`config.mk`:
```
export PLATFORM = sky130hd
export DESIGN_NAME = bfss_ctrl
export DESIGN_NICKNAME = d
export VERILOG_FILES = /design/src/rtl/bfss_pkg.sv /design/src/rtl/bfss_ctrl.sv
export SDC_FILE = /design/constraint.sdc
export NUM_CORES = 1
export LEC_CHECK = 0
export ABC_AREA = 1
export BUFFER_PORTS_ARGS = -buffer_cell sky130_fd_sc_hd__buf_2
export CORE_MARGIN = 2
export CORE_UTILIZATION = 25
export DETAILED_ROUTE_END_ITERATION = 12
export PLACE_DENSITY_LB_ADDON = 0.05
export SLEW_MARGIN = 30
export SYNTH_ARGS = -nofsm -noshare
export SYNTH_HDL_FRONTEND = slang
export SYNTH_SLANG_ARGS = --single-unit
```
`constraint.sdc`:
```
create_clock -name clk -period 2.3 [get_ports clk]
set_input_delay 0 -clock clk [delete_from_list [all_inputs] [get_ports clk]]
set_output_delay 0 -clock clk [all_outputs]
set_load 0.1 [all_outputs]
```
`src/rtl/bfss_pkg.sv`:
```
// Shared types and constants for the byte FIFO with separator search.
`timescale 1ns / 1ps
`default_nettype none

package bfss_pkg;

    localparam int STORE_DEPTH_DEFAULT   = 4096;
    localparam int MAX_SEPARATOR_DEFAULT = 8;
    localparam int DRAIN_LIMIT           = 64;
    localparam int SEP_BYTES             = 8;
    localparam int POS_W                 = 13;

    typedef enum logic [1:0] {
        OP_PUSH   = 2'd0,
        OP_DRAIN  = 2'd1,
        OP_FIND   = 2'd2,
        OP_LENGTH = 2'd3
    } opcode_t;

    typedef enum logic [1:0] {
        ST_OK        = 2'd0,
        ST_NOT_FOUND = 2'd1,
        ST_SHORT     = 2'd2,
        ST_FULL      = 2'd3
    } status_t;

    typedef enum logic [0:0] {
        CFG_SEP_BYTES  = 1'b0,
        CFG_SEP_LENGTH = 1'b1
    } cfg_reg_t;

    typedef enum logic [2:0] {
        CMD_NONE,
        CMD_PUSH,
        CMD_DRAIN_LOAD,
        CMD_DRAIN_STEP,
        CMD_FIND_LOAD,
        CMD_FIND_READ,
        CMD_FIND_CMP
    } cmd_op_t;

    typedef enum logic [1:0] {
        POS_ZERO,
        POS_COUNT,
        POS_FIND
    } pos_sel_t;

    typedef struct packed {
        cmd_op_t  op;
        logic     reply;
        status_t  reply_status;
        pos_sel_t reply_pos;
    } ctl_cmd_t;

    typedef struct packed {
        logic full;
        logic drain_zero;
        logic drain_ok;
        logic drain_last;
        logic find_reject;
        logic find_hit;
        logic find_exhausted;
    } dp_status_t;

endpackage

`default_nettype wire

```
`src/rtl/bfss_ctrl.sv`:
```
// Controller state machine of the byte FIFO with separator search.
`timescale 1ns / 1ps
`default_nettype none

module bfss_ctrl
    import bfss_pkg::*;
(
    input  wire logic       clk,
    input  wire logic       rst_n,
    input  wire logic       start,
    input  wire logic [1:0] opcode,
    input  wire dp_status_t dp_status,
    output ctl_cmd_t        cmd,
    output logic            busy
);

    typedef enum logic [3:0] {
        S_IDLE     = 4'b0001,
        S_DRAIN    = 4'b0010,
        S_FIND_RD  = 4'b0100,
        S_FIND_CMP = 4'b1000
    } state_t;

    state_t state_reg, state_next;

    always_ff @(posedge clk or negedge rst_n)
    begin
        if (!rst_n)
        begin
            state_reg <= S_IDLE;
        end
        else
        begin
            state_reg <= state_next;
        end
    end

    assign busy = (state_reg != S_IDLE);

    always_comb
    begin
        state_next       = state_reg;
        cmd.op           = CMD_NONE;
        cmd.reply        = 1'b0;
        cmd.reply_status = ST_OK;
        cmd.reply_pos    = POS_ZERO;
        unique case (state_reg)
            S_IDLE:
            begin
                if (start)
                begin
                    unique case (opcode_t'(opcode))
                        OP_PUSH:
                        begin
                            cmd.reply = 1'b1;
                            if (dp_status.full)
                            begin
                                cmd.reply_status = ST_FULL;
                            end
                            else
                            begin
                                cmd.op = CMD_PUSH;
                            end
                        end
                        OP_DRAIN:
                        begin
                            if (dp_status.drain_zero)
                            begin
                                cmd.reply = 1'b1;
                            end
                            else if (!dp_status.drain_ok)
                            begin
                                cmd.reply        = 1'b1;
                                cmd.reply_status = ST_SHORT;
                            end
                            else
                            begin
                                cmd.op     = CMD_DRAIN_LOAD;
                                state_next = S_DRAIN;
                            end
                        end
                        OP_FIND:
                        begin
                            if (dp_status.find_reject)
                            begin
                                cmd.reply        = 1'b1;
                                cmd.reply_status = ST_NOT_FOUND;
                            end
                            else
                            begin
                                cmd.op     = CMD_FIND_LOAD;
                                state_next = S_FIND_RD;
                            end
                        end
                        OP_LENGTH:
                        begin
                            cmd.reply     = 1'b1;
                            cmd.reply_pos = POS_COUNT;
                        end
                        default:
                        begin
                            cmd.op = CMD_NONE;
                        end
                    endcase
                end
            end
            S_DRAIN:
            begin
                cmd.op = CMD_DRAIN_STEP;
                if (dp_status.drain_last)
                begin
                    state_next = S_IDLE;
                end
            end
            S_FIND_RD:
            begin
                cmd.op     = CMD_FIND_READ;
                state_next = S_FIND_CMP;
            end
            S_FIND_CMP:
            begin
                cmd.op = CMD_FIND_CMP;
                if (dp_status.find_hit)
                begin
                    cmd.reply     = 1'b1;
                    cmd.reply_pos = POS_FIND;
                    state_next    = S_IDLE;
                end
                else if (dp_status.find_exhausted)
                begin
                    cmd.reply        = 1'b1;
                    cmd.reply_status = ST_NOT_FOUND;
                    state_next       = S_IDLE;
                end
                else
                begin
                    state_next = S_FIND_RD;
                end
            end
            default:
            begin
                state_next = S_IDLE;
            end
        endcase
    end

endmodule

`default_nettype wire

```
==> results.json <==
{
  "timing.slew.headroom_pct": 67.7,
  "timing.setup.critical_path_class": "reg -> out",
  "p_int_mw": 0.286,
  "ctsLongestPathBuffers": 2,
  "dieArea_um2": 2400,
  "power_switching_share_pct": 64.2,
  "pwr-share-clk_pct": 11.9,
  "total_global_routing_overflow": 0,
  "core-area_um2": 1940,
  "drt_first_pass_iters": 4,
  "cts.root.buffer_cell": "sky130_fd_sc_hd__clkbuf_4",
  "post-route-period-util_pct": 79.8,
  "status": "complete, no violations",
  "worstSkewPairLatency_ps": 240,
  "p_comb_share_pct": 73.0,
  "rsz0062_at_grt": "false",
  "wire_per_inst_um": 9.30,
  "max_clock_freq_ghz": 0.545,
  "max_cap_violations": 0,
  "diodes": 0,
  "mappedNetlistNets": 98,
  "cts.reportedPaths.clkPinSlew_ps": 40,
  "critical_path.startpoint": "state_reg[0]$_DFFE_PN1P_",
  "antenna_left": 0,
  "worstPathRequired_ps": 2300,
  "route.vias.total": 558,
  "top_area_cell_type_share_of_the_netlist_area_pct": 15.6,
  "critPathMaxFanout": 6,
  "netlist_area_um2": 507,
  "numPlacedInstances": 128,
  "route.detailed.drc": 0,
  "timing.final.crit_period_ps": 1830,
  "synth_seq_area_share_pct": 20.0,
  "post_synth_main_area_contributors": "sky130_fd_sc_hd__nand2_1 (16%), sky130_fd_sc_hd__dfrtp_1 (15%), sky130_fd_sc_hd__ha_1 (12%), sky130_fd_sc_hd__inv_1 (11%), sky130_fd_sc_hd__nand3_1 (11%)",
  "layout.cells.non_filler": 133,
  "ioPinCount": 21,
  "cp-start-kind": "register",
  "post_synthesis_to_final_layout_area_growth_pct": 36.8,
  "yosys.cell_types.count": 19,
  "core_utilization_of_the_finished_layout_pct": 35.7,
  "ir_drop_mv": 0.380,
  "timing.hold.ws_ps": 96.9,
  "hold_path_class": "in -> async",
  "post_cts_buffers": 0,
  "r2r_cells": 7,
  "floorplan_die_width_um": 49.0,
  "timing.setup.tns_ps": 0,
  "synthDominantAreaCellType": "sky130_fd_sc_hd__nand2_1",
  "critical_path.reg2reg.startpoint": "state_reg[0]$_DFFE_PN1P_",
  "layout.cell_area.non_filler_um2": 693,
  "yosys_warnings": 0,
  "floorplan.die.height_um": 49.0,
  "dr.first_iter.drc_count": 11,
  "arrival_ps": 1830,
  "grt_first_pass_wirelength_um": 2230,
  "critical_path.reg2reg.endpoint": "state_reg[1]$_DFFE_PN0P_",
  "floorplan.initialDensity_pct": 26.1,
  "largest_register_ff_count": 4,
  "post_dp_cell_area_um2": 657,
  "total_power_mw": 0.797,
  "totalWireLength_um": 1240,
  "power_density_nw_per_um2": 1150,
  "h-tree-depth": 1,
  "power.net_switching_mw": 0.511,
  "seq_power_share_pct": 15.1,
  "dp.final_hpwl_um": 1090,
  "cts_buffers": 3,
  "cts_tree": "yes",
  "finalClockSkew_ps": 3.56,
  "timing_max_transition_violations_final": 0,
  "ff2ff_setup_slack_ps": 1040,
  "grt_pass1_vias": 570,
  "setup-violations-final": 0,
  "grt_max_degree": 7,
  "worst-slew-pin-transition_ps": 487,
  "vias_per_cell": 4.20,
  "syn-mean-instance-area_um2": 6.26,
  "placement.io_buffers": 20,
  "power.static_leakage_nw": 0.431,
  "worst_setup_path_end_kind": "output port",
  "grt_usage_pct": 12.1,
  "antenna_violations_before_repair": 0,
  "report.final.hold_viol_count": 0,
  "rows": 16,
  "drive_gt1_share_pct": 34.0,
  "place.gp.congestion": 0.720,
  "setup.worst_path.end": "cmd[7]",
  "worst_slack_ps": 465,
  "place_worst_setup_slack_ps": 700,
  "netlist_instances": 81,
  "design.final.nets": 124,
  "numClockSinks": 4,
  "cts_repair_resize_count": 0,
  "synth.ff_latch_count": 4
}
[worst min path at each step]
stage                                     endpoint  cells past startpoint         start  slack [ps]
after detailed placement  state_reg[1]$_DFFE_PN0P_                      1         rst_n        -190
after global routing      state_reg[2]$_DFFE_PN0P_                      4  dp_status[0]         110
after floorplan           state_reg[1]$_DFFE_PN0P_                      0         rst_n        -300
after global placement    state_reg[1]$_DFFE_PN0P_                      1         rst_n        -190
final                     state_reg[2]$_DFFE_PN0P_                      2         rst_n         100
after CTS                 state_reg[2]$_DFFE_PN0P_                      2         rst_n          90
[Yosys cell counts, drive strengths merged]
cell type	n
a21oi	3
o21ai	1
dfrtp	3
nand3	12
nor2	11
o31ai	1
o21bai	1
inv	17
nand4	2
nand2	23
dfstp	1
ha	5
nand3b	1
[cell families after synthesis]
family | share of synthesized area, %
AO/OA/AOI/OAI | 6.91
adder cells (fa/ha/maj) | 12.3
flip-flops | 20.0
buffers and inverters | 12.6
AND/OR/NAND/NOR | 48.1
[critical path, cell delays in order (launching register included)]
cell and delay (ps):
sky130_fd_sc_hd__dfstp_2 550, sky130_fd_sc_hd__inv_2 50, sky130_fd_sc_hd__nor2_2 140, sky130_fd_sc_hd__nand2_4 110
sky130_fd_sc_hd__nor2_8 110, sky130_fd_sc_hd__nand3_1 90, sky130_fd_sc_hd__o21ai_2 120, sky130_fd_sc_hd__buf_2 430
[cells in the final DEF (no fill, tap or decap)]
cell type	instances
sky130_fd_sc_hd__a21oi_1	2
sky130_fd_sc_hd__a21oi_2	1
sky130_fd_sc_hd__buf_2	20
sky130_fd_sc_hd__clkbuf_1	1
sky130_fd_sc_hd__clkbuf_4	3
sky130_fd_sc_hd__dfrtp_1	3
sky130_fd_sc_hd__dfstp_2	1
sky130_fd_sc_hd__dlygate4sd3_1	1
sky130_fd_sc_hd__ha_1	5
sky130_fd_sc_hd__inv_1	15
sky130_fd_sc_hd__inv_2	2
sky130_fd_sc_hd__nand2_1	21
sky130_fd_sc_hd__nand2_2	1
sky130_fd_sc_hd__nand2_4	1
sky130_fd_sc_hd__nand3_1	11
sky130_fd_sc_hd__nand3_2	1
sky130_fd_sc_hd__nand3b_1	1
sky130_fd_sc_hd__nand4_1	2
sky130_fd_sc_hd__nor2_1	8
sky130_fd_sc_hd__nor2_2	2
sky130_fd_sc_hd__nor2_8	1
sky130_fd_sc_hd__o21ai_2	1
sky130_fd_sc_hd__o21bai_2	1
sky130_fd_sc_hd__o31ai_2	1
[area by class of cell]
cell class / count / area [µm²]
inverters: 17 / 63.8
well taps: 27 / 33.8
multi-input cells: 60 / 358
clock buffers: 4 / 26.3
flip-flops and latches: 4 / 101
repair buffers: 21 / 110
fillers: 230 / 1250
[layer usage]
layer / track usage, % / vias up / wire length, µm / share of wire (%)
met1: 12.3 / 246 / 512 / 41
met4: 7.14 / 0 / 0 / 0
met3: 1.84 / 0 / 47 / 3.8
met2: 23.1 / 10 / 677 / 55
li1: - / 302 / - / -
met5: 0 / - / 0 / 0
[power groups by stage]
| stage | logic (mW) | registers (mW) | clock network, mW |
|---|---|---|---|
| 6_report | 0.581 | 0.121 | 0.0948 |
| 5_1_grt | 0.633 | 0.122 | 0.103 |
| 4_1_cts | 0.590 | 0.119 | 0.102 |
| 3_5_place_dp | 0.587 | 0.120 | 0 |
| 3_3_place_gp | 0.591 | 0.119 | 0 |
| 2_1_floorplan | 0.501 | 0.116 | 0 |
[what timing repair did]
action / CTS / global route
setup endpoints to repair: 0 / 0
hold buffers: 1 / 0
hold endpoints to repair: 4 / 0
Note: power is estimated with default switching activity, not from simulation.
